### config.mk
export PLATFORM = sky130hd
export DESIGN_NAME = wpgr_queue
export DESIGN_NICKNAME = d
export VERILOG_FILES = /design/src/rtl/wpgr_pkg.sv /design/src/rtl/wpgr_queue.sv
export SDC_FILE = /design/constraint.sdc
export NUM_CORES = 1
export LEC_CHECK = 0
export CAP_MARGIN = 20
export CORE_MARGIN = 4
export CORE_UTILIZATION = 53
export CTS_CLUSTER_SIZE = 14
export DETAILED_ROUTE_END_ITERATION = 16
export DONT_BUFFER_PORTS = 1
export GPL_TIMING_DRIVEN = 0
export PLACE_DENSITY_LB_ADDON = 0.12
export SETUP_SLACK_MARGIN = 0.05
export SYNTH_ARGS = -nofsm -noshare
export SYNTH_HDL_FRONTEND = slang
export SYNTH_SLANG_ARGS = --single-unit
export TNS_END_PERCENT = 5
### constraint.sdc
create_clock -name i_clk -period 1.3 [get_ports i_clk]
set_input_delay 0.065 -clock i_clk [delete_from_list [all_inputs] [get_ports i_clk]]
set_output_delay 0.065 -clock i_clk [all_outputs]
set_load 0.005 [all_outputs]
### src/rtl/wpgr_pkg.sv
// ----------------------------------------------------------------------------
// wpgr_pkg
// Shared types, constants and the exponential ROM of the peak refit core.
// ----------------------------------------------------------------------------
package wpgr_pkg;

    localparam int MAX_LENGTH = 8192;
    localparam int MAX_PEAKS  = 128;
    localparam int EXP_DEPTH  = 256;

    localparam int LEN_W  = 14;
    localparam int TICK_W = 13;
    localparam int SAMP_W = 16;
    localparam int AREA_W = 28;
    localparam int CNT_W  = 8;
    localparam int ADDR_W = 7;
    localparam int G_W    = 17;

    localparam logic [LEN_W-1:0]  LEN_RESET = 14'd6400;
    localparam logic [LEN_W-1:0]  LEN_MIN   = 14'd4;
    localparam logic [AREA_W-1:0] AREA_MAX  = {AREA_W{1'b1}};
    localparam logic [16:0]       GAIN_Q16  = 17'd130725;
    localparam logic [14:0]       VALUE_MAX = 15'd32767;
    localparam logic [7:0]        IDX_SCALE = 8'd200;

    typedef enum logic {
        KIND_LOAD = 1'b0,
        KIND_READ = 1'b1
    } t_kind;

    typedef struct packed {
        logic                     kind;
        logic signed [SAMP_W-1:0] sample;
        logic [TICK_W-1:0]        tick;
    } t_in;

    typedef struct packed {
        logic signed [15:0] value;
        logic               ready_res;
        logic [CNT_W-1:0]   peak_total;
    } t_out;

    // front status seen by the back end
    typedef struct packed {
        logic              scan_done;
        logic [CNT_W-1:0]  count;
        logic [LEN_W-1:0]  len;
    } t_fe_stat;

    // peak table write request
    typedef struct packed {
        logic              start_we;
        logic              stop_we;
        logic [ADDR_W-1:0] addr;
        logic [TICK_W-1:0] start_pos;
        logic [TICK_W-1:0] stop_pos;
        logic [AREA_W-1:0] area;
    } t_pk_wr;

    typedef logic [G_W-1:0] t_exp_rom [EXP_DEPTH];

    // Taylor terms of exp(-4/EXP_DEPTH) in Q32, each truncated
    localparam logic [127:0] EXP_T0  = 128'd1 << 32;
    localparam logic [127:0] EXP_T1  = (EXP_T0  * 128'd4) / 128'(EXP_DEPTH * 1);
    localparam logic [127:0] EXP_T2  = (EXP_T1  * 128'd4) / 128'(EXP_DEPTH * 2);
    localparam logic [127:0] EXP_T3  = (EXP_T2  * 128'd4) / 128'(EXP_DEPTH * 3);
    localparam logic [127:0] EXP_T4  = (EXP_T3  * 128'd4) / 128'(EXP_DEPTH * 4);
    localparam logic [127:0] EXP_T5  = (EXP_T4  * 128'd4) / 128'(EXP_DEPTH * 5);
    localparam logic [127:0] EXP_T6  = (EXP_T5  * 128'd4) / 128'(EXP_DEPTH * 6);
    localparam logic [127:0] EXP_T7  = (EXP_T6  * 128'd4) / 128'(EXP_DEPTH * 7);
    localparam logic [127:0] EXP_T8  = (EXP_T7  * 128'd4) / 128'(EXP_DEPTH * 8);
    localparam logic [127:0] EXP_T9  = (EXP_T8  * 128'd4) / 128'(EXP_DEPTH * 9);
    localparam logic [127:0] EXP_T10 = (EXP_T9  * 128'd4) / 128'(EXP_DEPTH * 10);
    localparam logic [127:0] EXP_T11 = (EXP_T10 * 128'd4) / 128'(EXP_DEPTH * 11);
    localparam logic [127:0] EXP_T12 = (EXP_T11 * 128'd4) / 128'(EXP_DEPTH * 12);
    localparam logic [127:0] EXP_POS = EXP_T0 + EXP_T2 + EXP_T4 + EXP_T6 + EXP_T8
                                       + EXP_T10 + EXP_T12;
    localparam logic [127:0] EXP_NEG = EXP_T1 + EXP_T3 + EXP_T5 + EXP_T7 + EXP_T9
                                       + EXP_T11;
    localparam logic [127:0] EXP_STEP = EXP_POS - EXP_NEG;

    // exp(-4k/EXP_DEPTH) in Q16, built by the Q32 recurrence
    function automatic t_exp_rom gen_exp_rom();
        t_exp_rom     rom;
        logic [127:0] cur;
        cur    = 128'd1 << 32;
        rom[0] = cur[32:16];
        for (int k = 1; k < EXP_DEPTH; k++) begin
            cur    = (cur * EXP_STEP + (128'd1 << 31)) >> 32;
            rom[k] = cur[32:16];
        end
        return rom;
    endfunction

    localparam t_exp_rom EXP_G = gen_exp_rom();

endpackage

### src/rtl/wpgr_queue.sv
// ----------------------------------------------------------------------------
// wpgr_queue
// Two-entry queue of read ticks between front and back end.
// ----------------------------------------------------------------------------
module wpgr_queue (
    input  logic                        i_clk,
    input  logic                        i_rst_n,
    input  logic                        i_push,
    input  logic [wpgr_pkg::TICK_W-1:0] i_tick,
    input  logic                        i_pop,
    output logic [wpgr_pkg::TICK_W-1:0] o_tick,
    output logic                        o_full,
    output logic                        o_empty
);
    import wpgr_pkg::*;

    logic [TICK_W-1:0] r_data [2];
    logic              r_wp;
    logic              r_rp;
    logic [1:0]        r_cnt;

    assign o_full  = (r_cnt == 2'd2);
    assign o_empty = (r_cnt == 2'd0);
    assign o_tick  = r_data[r_rp];

    always_ff @(posedge i_clk) begin
        if (i_push) begin
            r_data[r_wp] <= i_tick;
        end
    end

    always_ff @(posedge i_clk) begin
        if (!i_rst_n) begin
            r_wp  <= 1'b0;
            r_rp  <= 1'b0;
            r_cnt <= 2'd0;
        end else begin
            if (i_push) begin
                r_wp <= ~r_wp;
            end
            if (i_pop) begin
                r_rp <= ~r_rp;
            end
            r_cnt <= r_cnt + 2'(i_push) - 2'(i_pop);
        end
    end

endmodule

==> flow_metrics.tcl <==
set metrics [dict create \
    status "complete, no violations" \
    nets 103 \
    clk_pin_slew_ps 90 \
    timing.hold.ws_ps 92.5 \
    area_delta_synth_final_pct 27.2 \
    insertion_delay_ps 320 \
    synth-seq-cells 31 \
    drive_above_1_share_pct 34.1 \
    synth_area_sq_um 1160 \
    clock_path_buffers 2 \
    slew_headroom_pct 72.6 \
    synth_edf_count 26 \
    skew_ps 5.36 \
    start_util_pct 57.4 \
    dp.cells 88 \
    hold_class "input port to register" \
    cts_buffers 5 \
    period_share_pct 97.8 \
    cp-end-kind "output pin" \
    finalSetupTns_ps 0 \
    yosysMostFrequentCell "edfxtp_1" \
    critPathLaunchType "register" \
    cts_tree "done" \
    hold_violations 0 \
    overflow 0 \
    synth_nets 80 \
    gp_congestion 0.530 \
    drcViolationCount 0 \
    tightest_slew_ps 410 \
    setup_ws_ps 28.5 \
    hp-start "i_push" \
    rr_startpoint "r_cnt[0]" \
    pre_cts_slack_ps 6.00 \
    max_cap_violations 0 \
    critPathSlowestCell "dfxtp_4" \
    clock-root-buffer "clkbuf_4" \
    synth_cells 61 \
    cp_max_fo 10 \
    ys.flop_type "edfxtp_1" \
    ys_async_sr_fraction_pct 0 \
    synth_area_per_cell_sq_um 19.0 \
    num_antenna_cells 0 \
    period_minus_slack_ps 1270 \
    yosys-top-cells-area "edfxtp_1, mux2_2, dfxtp_1" \
    report.power.total_mw 2.05 \
    ys_top_cells_by_count "edfxtp_1, mux2_2, dfxtp_1" \
    ant_nets 0 \
    synth_cell_type_count 12 \
    grt_usage_pct 14.9 \
    critPathRequiredTime_ps 1240 \
    slew_viol_final 0 \
    die_width_microns 54.8 \
    peakVddDrop_uv 996 \
    dieArea_sq_um 3000 \
    cts_setup_buffers 0 \
    cts.sinks 31 \
    critical_path.cell_chain "buf_8 > mux2_2" \
    rsz0062_at_grt "yes" \
    grt_max_degree 15 \
    htreeDepth 2 \
    synth_top_area_share_pct 67.3 \
    drt_iter0_markers 7 \
    power_per_cell_area_nw_per_um2 1390 \
    max_freq_ghz 0.786 \
    grt_pass1_wl_microns 2730 \
    post_drt_wl_per_cell_microns 16.3 \
    critPathKind "register to output pin" \
    io_pins 32 \
    leakagePower_nw 0.522 \
    hpwlAfterDp_microns 1060 \
    final_cells 112 \
    portBuffers 0 \
    cp.arrival_ps 1210 \
    critPathMaxStageDelay_ps 380 \
    first_pass_iters 4 \
    die_h_microns 54.8 \
    coreArea_sq_um 2020 \
    grt_pass1_vias 598 \
    yosys_warnings 0 \
    final-setup-viol-count 0 \
    yosysSeqAreaShare_pct 75.9 \
    via_count 578 \
    final_cell_area_sq_um 1480 \
    wirelength_microns 1820 \
    viasPerCell 5.16 \
    row_count 16 \
    synth_top_cell_by_area "edfxtp_1" \
    final_util_pct 73.0 \
    antenna_found_initial 0 \
    postPlaceCellArea_sq_um 1200 \
]
[logic make-up (layout without fill, tap and decap cells)]
| kind of cell | Yosys count | in the layout | share of synthesized area, % |
|---|---|---|---|
| AOI/OAI and AO/OA | 1 | 1 | 0.647 |
| xor gates and xnor gates | 2 | 2 | 2.70 |
| adders and majority gates | 2 | 2 | 2.16 |
| buffers and inverters | 3 | 27 | 1.29 |
| DFF | 31 | 31 | 75.9 |
| muxes | 13 | 13 | 12.6 |
| and+or+nand+nor | 9 | 9 | 4.64 |
[routing by layer]
layer | track usage [%] | routed length (microns) | up-vias
li1 | - | - | 270
met1 | 13.2 | 652 | 281
met2 | 25.8 | 975 | 23
met3 | 9.26 | 162 | 4
met4 | 7.47 | 33 | 0
met5 | 0 | 0 | -
[area by class of cell]
type                            instances  area, sq um
Timing Repair Buffer                   16          160
Multi-Input combinational cell         27          302
Tap cell                               27         33.8
Inverter                                2         10.0
Sequential cell                        31          886
Fill cell                             137          547
Clock buffer                            8         68.8
Buffer                                  1         15.0
[cell usage in the layout, fill, tap and decap left out]
| cell type | count |
|---|---|
| edfxtp_1 | 26 |
| dlygate4sd3_1 | 16 |
| mux2_2 | 12 |
| clkbuf_4 | 5 |
| and2_1 | 3 |
| nor2b_1 | 3 |
| dfxtp_1 | 3 |
| ha_4 | 2 |
| clkbuf_8 | 2 |
| inv_2 | 1 |
| buf_8 | 1 |
| mux2_4 | 1 |
| and2_2 | 1 |
| nor2_1 | 1 |
| xor2_1 | 1 |
| nor2b_4 | 1 |
| inv_4 | 1 |
| o21a_1 | 1 |
| xnor3_1 | 1 |
| dfxtp_4 | 1 |
| clkbuf_1 | 1 |
| dfxtp_2 | 1 |
[state kept, by name (all words and copies together) (netlist names), named ones only]
register,count
r_data,26
r_rp,1
r_wp,1
r_cnt,2
[repair_timing]
| item | 4_1_cts | 5_1_grt |
|---|---|---|
| resized for setup | 8 | 6 |
| hold buffers | 16 | 0 |
| endpoints found under the hold margin | 31 | 0 |
| gates cloned | 0 | 0 |
| setup endpoints to repair | 37 | 25 |
| pin swaps | 2 | 1 |
[worst paths after layout]
check                 endpoint  slack, ps  depth (start not counted)
setup / recovery     o_tick[8]         30                          2
hold / removal    r_data[0][8]         90                          1
setup reg to reg      r_cnt[1]         80                          6
hold reg to reg       register        590                          2
[worst max-delay path, delay by kind of cell, from the launching register on]
kind                   cells  cell delay (ps)
buffers and inverters      1              150
flip-flops                 1              380
multiplexers               1              350
[report_power, final]
part           internal, mW  switching, mW
sequential             1.15         0.0312
combinational         0.153          0.110
clock                 0.318          0.294
(Power assumes the default switching activity.)
