==> src/rtl/wpgr_pkg.sv <==
// ----------------------------------------------------------------------------
// wpgr_pkg
// Shared types, constants and the exponential ROM of the peak refit core.
// ----------------------------------------------------------------------------
package wpgr_pkg;

    localparam int MAX_LENGTH = 8192;
    localparam int MAX_PEAKS  = 128;
    localparam int EXP_DEPTH  = 256;

    localparam int LEN_W  = 14;
    localparam int TICK_W = 13;
    localparam int SAMP_W = 16;
    localparam int AREA_W = 28;
    localparam int CNT_W  = 8;
    localparam int ADDR_W = 7;
    localparam int G_W    = 17;

    localparam logic [LEN_W-1:0]  LEN_RESET = 14'd6400;
    localparam logic [LEN_W-1:0]  LEN_MIN   = 14'd4;
    localparam logic [AREA_W-1:0] AREA_MAX  = {AREA_W{1'b1}};
    localparam logic [16:0]       GAIN_Q16  = 17'd130725;
    localparam logic [14:0]       VALUE_MAX = 15'd32767;
    localparam logic [7:0]        IDX_SCALE = 8'd200;

    typedef enum logic {
        KIND_LOAD = 1'b0,
        KIND_READ = 1'b1
    } t_kind;

    typedef struct packed {
        logic                     kind;
        logic signed [SAMP_W-1:0] sample;
        logic [TICK_W-1:0]        tick;
    } t_in;

    typedef struct packed {
        logic signed [15:0] value;
        logic               ready_res;
        logic [CNT_W-1:0]   peak_total;
    } t_out;

    // front status seen by the back end
    typedef struct packed {
        logic              scan_done;
        logic [CNT_W-1:0]  count;
        logic [LEN_W-1:0]  len;
    } t_fe_stat;

    // peak table write request
    typedef struct packed {
        logic              start_we;
        logic              stop_we;
        logic [ADDR_W-1:0] addr;
        logic [TICK_W-1:0] start_pos;
        logic [TICK_W-1:0] stop_pos;
        logic [AREA_W-1:0] area;
    } t_pk_wr;

    typedef logic [G_W-1:0] t_exp_rom [EXP_DEPTH];

    // Taylor terms of exp(-4/EXP_DEPTH) in Q32, each truncated
    localparam logic [127:0] EXP_T0  = 128'd1 << 32;
    localparam logic [127:0] EXP_T1  = (EXP_T0  * 128'd4) / 128'(EXP_DEPTH * 1);
    localparam logic [127:0] EXP_T2  = (EXP_T1  * 128'd4) / 128'(EXP_DEPTH * 2);
    localparam logic [127:0] EXP_T3  = (EXP_T2  * 128'd4) / 128'(EXP_DEPTH * 3);
    localparam logic [127:0] EXP_T4  = (EXP_T3  * 128'd4) / 128'(EXP_DEPTH * 4);
    localparam logic [127:0] EXP_T5  = (EXP_T4  * 128'd4) / 128'(EXP_DEPTH * 5);
    localparam logic [127:0] EXP_T6  = (EXP_T5  * 128'd4) / 128'(EXP_DEPTH * 6);
    localparam logic [127:0] EXP_T7  = (EXP_T6  * 128'd4) / 128'(EXP_DEPTH * 7);
    localparam logic [127:0] EXP_T8  = (EXP_T7  * 128'd4) / 128'(EXP_DEPTH * 8);
    localparam logic [127:0] EXP_T9  = (EXP_T8  * 128'd4) / 128'(EXP_DEPTH * 9);
    localparam logic [127:0] EXP_T10 = (EXP_T9  * 128'd4) / 128'(EXP_DEPTH * 10);
    localparam logic [127:0] EXP_T11 = (EXP_T10 * 128'd4) / 128'(EXP_DEPTH * 11);
    localparam logic [127:0] EXP_T12 = (EXP_T11 * 128'd4) / 128'(EXP_DEPTH * 12);
    localparam logic [127:0] EXP_POS = EXP_T0 + EXP_T2 + EXP_T4 + EXP_T6 + EXP_T8
                                       + EXP_T10 + EXP_T12;
    localparam logic [127:0] EXP_NEG = EXP_T1 + EXP_T3 + EXP_T5 + EXP_T7 + EXP_T9
                                       + EXP_T11;
    localparam logic [127:0] EXP_STEP = EXP_POS - EXP_NEG;

    // exp(-4k/EXP_DEPTH) in Q16, built by the Q32 recurrence
    function automatic t_exp_rom gen_exp_rom();
        t_exp_rom     rom;
        logic [127:0] cur;
        cur    = 128'd1 << 32;
        rom[0] = cur[32:16];
        for (int k = 1; k < EXP_DEPTH; k++) begin
            cur    = (cur * EXP_STEP + (128'd1 << 31)) >> 32;
            rom[k] = cur[32:16];
        end
        return rom;
    endfunction

    localparam t_exp_rom EXP_G = gen_exp_rom();

endpackage

==> src/rtl/wpgr_front.sv <==
// ----------------------------------------------------------------------------
// wpgr_front
// Load side: window scan, peak open/close and table writes, length register.
// ----------------------------------------------------------------------------
module wpgr_front (
    input  logic                        i_clk,
    input  logic                        i_rst_n,
    input  logic                        i_load,
    input  logic signed [wpgr_pkg::SAMP_W-1:0] i_sample,
    input  logic                        i_cfg_we,
    input  logic [wpgr_pkg::LEN_W-1:0]  i_cfg_data,
    output wpgr_pkg::t_fe_stat          o_stat,
    output wpgr_pkg::t_pk_wr            o_wr
);
    import wpgr_pkg::*;

    logic signed [SAMP_W-1:0] r_win [3];
    logic [LEN_W-1:0]         r_pos;
    logic [1:0]               r_skip;
    logic                     r_inpk;
    logic [AREA_W-1:0]        r_acc;
    logic [CNT_W-1:0]         r_cnt;
    logic                     r_done;
    logic [LEN_W-1:0]         r_len;

    logic signed [SAMP_W-1:0] c_win [3];
    logic [LEN_W-1:0]         c_pos;
    logic [1:0]               n_skip;
    logic                     n_inpk;
    logic [AREA_W-1:0]        n_acc;
    logic [CNT_W-1:0]         n_cnt;
    logic                     n_done;
    logic [LEN_W-1:0]         n_pos;
    logic                     hit;
    logic signed [17:0]       sum;
    logic [AREA_W:0]          acc_sum;
    logic                     close_main;
    logic                     close_tail;
    logic [LEN_W-1:0]         tail_stop;
    logic [LEN_W-1:0]         main_stop;
    logic [LEN_W-1:0]         cfg_len;
    logic                     room;

    assign o_stat = '{scan_done: r_done, count: r_cnt, len: r_len};

    always_comb begin
        // a load after a finished scan starts a new waveform
        c_win[0] = r_done ? '0 : r_win[0];
        c_win[1] = r_done ? '0 : r_win[1];
        c_win[2] = r_done ? '0 : r_win[2];
        c_pos    = r_done ? '0 : r_pos;
        n_skip   = r_done ? '0 : r_skip;
        n_inpk   = r_done ? 1'b0 : r_inpk;
        n_acc    = r_done ? '0 : r_acc;
        n_cnt    = r_done ? '0 : r_cnt;
        n_done   = 1'b0;
        room     = (n_cnt < CNT_W'(MAX_PEAKS));

        hit = (c_win[0] > 0) && (c_win[1] > 0) && (c_win[2] > 0) && (i_sample > 0);
        sum = 18'(c_win[0]) + 18'(c_win[1]) + 18'(c_win[2]) + 18'(i_sample);
        main_stop  = c_pos - LEN_W'(4);
        close_main = 1'b0;
        o_wr       = '0;
        o_wr.addr  = n_cnt[ADDR_W-1:0];
        o_wr.start_pos = c_pos[TICK_W-1:0] - TICK_W'(3);

        if (c_pos >= LEN_W'(3)) begin
            if (n_skip != 2'd0) begin
                n_skip = n_skip - 2'd1;
            end else if (hit) begin
                if (!n_inpk) begin
                    o_wr.start_we = room;
                    n_acc = '0;
                end
                acc_sum = {1'b0, n_acc} + (AREA_W+1)'(sum[16:0]);
                n_acc   = acc_sum[AREA_W] ? AREA_MAX : acc_sum[AREA_W-1:0];
                n_inpk  = 1'b1;
                n_skip  = 2'd3;
            end else if (n_inpk) begin
                close_main = 1'b1;
            end
        end
        acc_sum = {1'b0, n_acc};

        n_pos      = c_pos + LEN_W'(1);
        tail_stop  = r_len - LEN_W'(4) + LEN_W'(n_skip);
        close_tail = (n_pos >= r_len) && n_inpk && !close_main;
        if (n_pos >= r_len) begin
            n_done = 1'b1;
        end

        if (close_main || close_tail) begin
            o_wr.stop_we  = room;
            o_wr.stop_pos = close_main ? main_stop[TICK_W-1:0] : tail_stop[TICK_W-1:0];
            o_wr.area     = n_acc;
            n_inpk        = 1'b0;
            if (room) begin
                n_cnt = n_cnt + CNT_W'(1);
            end
        end

        if (!i_load) begin
            o_wr.start_we = 1'b0;
            o_wr.stop_we  = 1'b0;
        end

        // clamp length to [4, MAX_LENGTH]
        if (i_cfg_data < LEN_MIN) begin
            cfg_len = LEN_MIN;
        end else if (i_cfg_data > LEN_W'(MAX_LENGTH)) begin
            cfg_len = LEN_W'(MAX_LENGTH);
        end else begin
            cfg_len = i_cfg_data;
        end
    end

    always_ff @(posedge i_clk) begin
        if (!i_rst_n) begin
            r_win[0] <= '0;
            r_win[1] <= '0;
            r_win[2] <= '0;
            r_pos    <= '0;
            r_skip   <= '0;
            r_inpk   <= 1'b0;
            r_acc    <= '0;
            r_cnt    <= '0;
            r_done   <= 1'b0;
            r_len    <= LEN_RESET;
        end else if (i_cfg_we) begin
            r_len    <= cfg_len;
            r_win[0] <= '0;
            r_win[1] <= '0;
            r_win[2] <= '0;
            r_pos    <= '0;
            r_skip   <= '0;
            r_inpk   <= 1'b0;
            r_acc    <= '0;
            r_cnt    <= '0;
            r_done   <= 1'b0;
        end else if (i_load) begin
            r_win[0] <= c_win[1];
            r_win[1] <= c_win[2];
            r_win[2] <= i_sample;
            r_pos    <= n_pos;
            r_skip   <= n_skip;
            r_inpk   <= n_inpk;
            r_acc    <= n_acc;
            r_cnt    <= n_cnt;
            r_done   <= n_done;
        end
    end

endmodule

==> config.mk <==
export PLATFORM = sky130hd
export DESIGN_NAME = wpgr_front
export DESIGN_NICKNAME = d
export VERILOG_FILES = /design/src/rtl/wpgr_pkg.sv /design/src/rtl/wpgr_front.sv
export SDC_FILE = /design/constraint.sdc
export NUM_CORES = 1
export LEC_CHECK = 0
export ABC_AREA = 1
export BUFFER_PORTS_ARGS = -buffer_cell sky130_fd_sc_hd__buf_2
export CAP_MARGIN = 40
export CORE_UTILIZATION = 60
export DETAILED_ROUTE_END_ITERATION = 8
export PLACE_DENSITY = 0.85
export SKIP_LAST_GASP = 1
export SYNTH_ARGS = -nofsm -noshare
export SYNTH_HDL_FRONTEND = slang
export SYNTH_SLANG_ARGS = --single-unit
==> constraint.sdc <==
create_clock -name i_clk -period 6.35 [get_ports i_clk]
set_input_delay 0.635 -clock i_clk [delete_from_list [all_inputs] [get_ports i_clk]]
set_output_delay 0.635 -clock i_clk [all_outputs]
set_load 0.02 [all_outputs]
==> reports/qor.csv <==
metric;value;unit
io_buffer_count;119;
cts_buffer_depth;2;
nets;1697;
ys_seq_area_frac;0.281;
syn-cell-area;9970;um2
drt_iter0_drc;911;
fin_crit;6220;ps
dp_hpwl;20100;um
cts_made_buffers;17;
synth-seq-cells;116;
htreeDepth;4;
numClockSinks;116;
grt_pass1_vias;9475;
syn_nets;1573;
start_util;0.621;
synth_edf_count;48;
placed_cells;1748;
hp-class;in2reg;
dr.pass1.iters;6;
place_area;10700;um2
wl_per_cell;15.8;um
dieArea;17100;um2
cp-end-kind;output port;
grt_pass1_wl;44200;um
worstPathArrival;5590;ps
startpoint_type;flop;
syn_to_final_growth;19.1;%
critical_path_class;reg2out;
drv_slew;0;
ios;120;
antenna_found_initial;0;
stdcell_area;11900;um2
wirelength;28500;um
grt-ovfl-total;0;
fin_skew;7.59;ps
vias_per_cell;5.61;
synth_ff_type;dfxtp_1;
worst_slew_pin_slew;753;ps
tritoncts;done;
total_power;0.00265;W
synthCells;1451;
fin_crit_sh;0.980;
instances_no_fill;1804;
crit_path_max_fanout;12;
synth_area_per_cell;6.87;um2
ff2ff_setup_slack;1120;ps
cts-root-buf;clkbuf_16;
power_leakage;5.76;nW
cpMaxStageDelayCell;fa_1;
core_area;16100;um2
die_h;131;um
synthDistinctLibCells;52;
fillers;1241;
fmax;161;MHz
power_density;223;nW/um2
ys_warn_count;0;
ant_nets;0;
status;finished, final reports clean;
drive_gt1_frac;0.185;
hold_viol_final;0;
antenna_cells;0;
gp_congestion;0.990;
max-vdd-ir-drop;0.217;mV
dr_total_vias;10100;
std_cell_rows;46;
max_stage_delay;580;ps
grt.total_usage;0.332;
relSlewSlack;0.496;
async_reset_ff_frac;0;
drc;0;
grt_max_degree;54;
clk_pin_slew;60;ps
rsz0062_at_grt;true;
clock_latency;430;ps
fin_hold_ws;431;ps
max-cap-violations;0;
cp.required;5710;ps
fp.dieW;131;um
multiInputGateArea;6300;um2
crit_top_cell;nand2_1;
final-seq-area;2810;um2
fin_util;0.739;
ctsHoldBuffers;0;
setup_viol;0;
-- sequential cells by signal (all words and copies together) (netlist names) --
name,count
r_acc,28
r_cnt,8
r_done,1
r_inpk,1
r_len,14
r_pos,14
r_skip,2
r_win,48
-- placed cells by master, fill, tap and decap left out, types with 5 or more instances in the layout --
cell type / n
o21ai_2: 11
nand3_2: 9
inv_1: 213
nand4_1: 8
buf_2: 101
ha_1: 53
nand2_1: 306
nand2_4: 5
o22ai_1: 25
nor2_1: 218
xnor2_1: 18
nand2_2: 25
nor2_2: 16
o21ai_0: 76
xor2_1: 55
bufinv_16: 5
a21oi_1: 48
inv_2: 13
nor4_1: 6
nor3_1: 16
edfxtp_1: 48
nand3_1: 66
dfxtp_1: 67
buf_6: 7
a21oi_2: 9
buf_4: 39
fa_1: 32
o21ai_1: 14
clkbuf_16: 17
-- per-layer routing --
layer,GRT usage,part of all wire,wire [um],vias up
met5,0,0,0,-
met4,0.126,0.029,830,0
met3,0.0623,0.069,1960,82
met2,0.574,0.49,13900,446
met1,0.411,0.41,11800,4721
li1,-,-,-,4879
-- critical path, delay by kind of cell (launching register included) --
kind | cells | cell delay [ps]
buffers and inverters | 4 | 540
flip-flops | 1 | 400
AND/OR/NAND/NOR | 13 | 1750
adder cells (fa/ha/maj) | 4 | 1790
AO/OA/AOI/OAI | 4 | 690
-- cells in the mapped netlist, drive strengths merged (6+ instances only) --
cell type,n,area (um2)
a21oi,58,298
buf,25,164
clkbuf,22,82.6
dfxtp,68,1360
edfxtp,48,1440
fa,33,661
ha,55,688
inv,226,851
nand2,336,1300
nand3,75,390
nand4,8,50.1
nor2,235,910
nor3,20,110
nor4,6,37.5
o21ai,104,558
o22ai,26,169
xnor2,18,158
xor2,55,482
-- worst paths after layout --
kind                               start                     end  cells after the start
hold reg to reg   r_acc[26]$_SDFFE_PP0P_  r_acc[26]$_SDFFE_PP0P_                      2
hold / removal            i_cfg_data[13]   r_len[0]$_SDFFE_PN0P_                      2
setup reg to reg     r_done$_SDFFE_PP0P_  r_acc[27]$_SDFFE_PP0P_                     31
setup / recovery     r_done$_SDFFE_PP0P_                o_wr[25]                     25
-- timing repair --
| action | CTS | global route |
|---|---|---|
| setup endpoints to repair | 28 | 28 |
| setup buffers | 1 | 19 |
| endpoints found under the hold margin | 0 | 0 |
| pin swaps | 1 | 19 |
| resized for setup | 12 | 103 |
| cloned | 2 | 2 |
-- per-stage QoR --
step                      setup TNS (ps)  worst slack, ps
final                                  0              126
after global routing               -2410             -125
after floorplan                        0              417
after CTS                              0             2.25
after global placement                 0             81.8
after detailed placement            -822            -71.7
-- area by class of cell --
| type | instances | area share |
|---|---|---|
| clock buffer | 18 | 0.0370 |
| clock inverter | 14 | 0.0188 |
| inverter | 227 | 0.0728 |
| multi-input combinational | 1061 | 0.530 |
| sequential | 116 | 0.236 |
| tap | 216 | 0.0228 |
| timing repair buffer | 151 | 0.0812 |
| timing repair inverter | 1 | 0.000632 |
-- kinds of logic (layout without fill, tap and decap cells) --
logic type | Yosys count | count (layout) | share of synthesized area
xor+xnor | 73 | 73 | 0.0641
simple gates | 684 | 684 | 0.284
fa+ha+maj | 88 | 88 | 0.135
buf+inv | 274 | 411 | 0.110
compound gates | 216 | 216 | 0.125
flops | 116 | 116 | 0.281
-- report_power, final --
part | total (W) | internal, W | switching, W
registers | 0.000810 | 0.000796 | 0.0000142
clock network | 0.00110 | 0.000711 | 0.000386
logic | 0.000738 | 0.000260 | 0.000479
(Power assumes the default switching activity.)
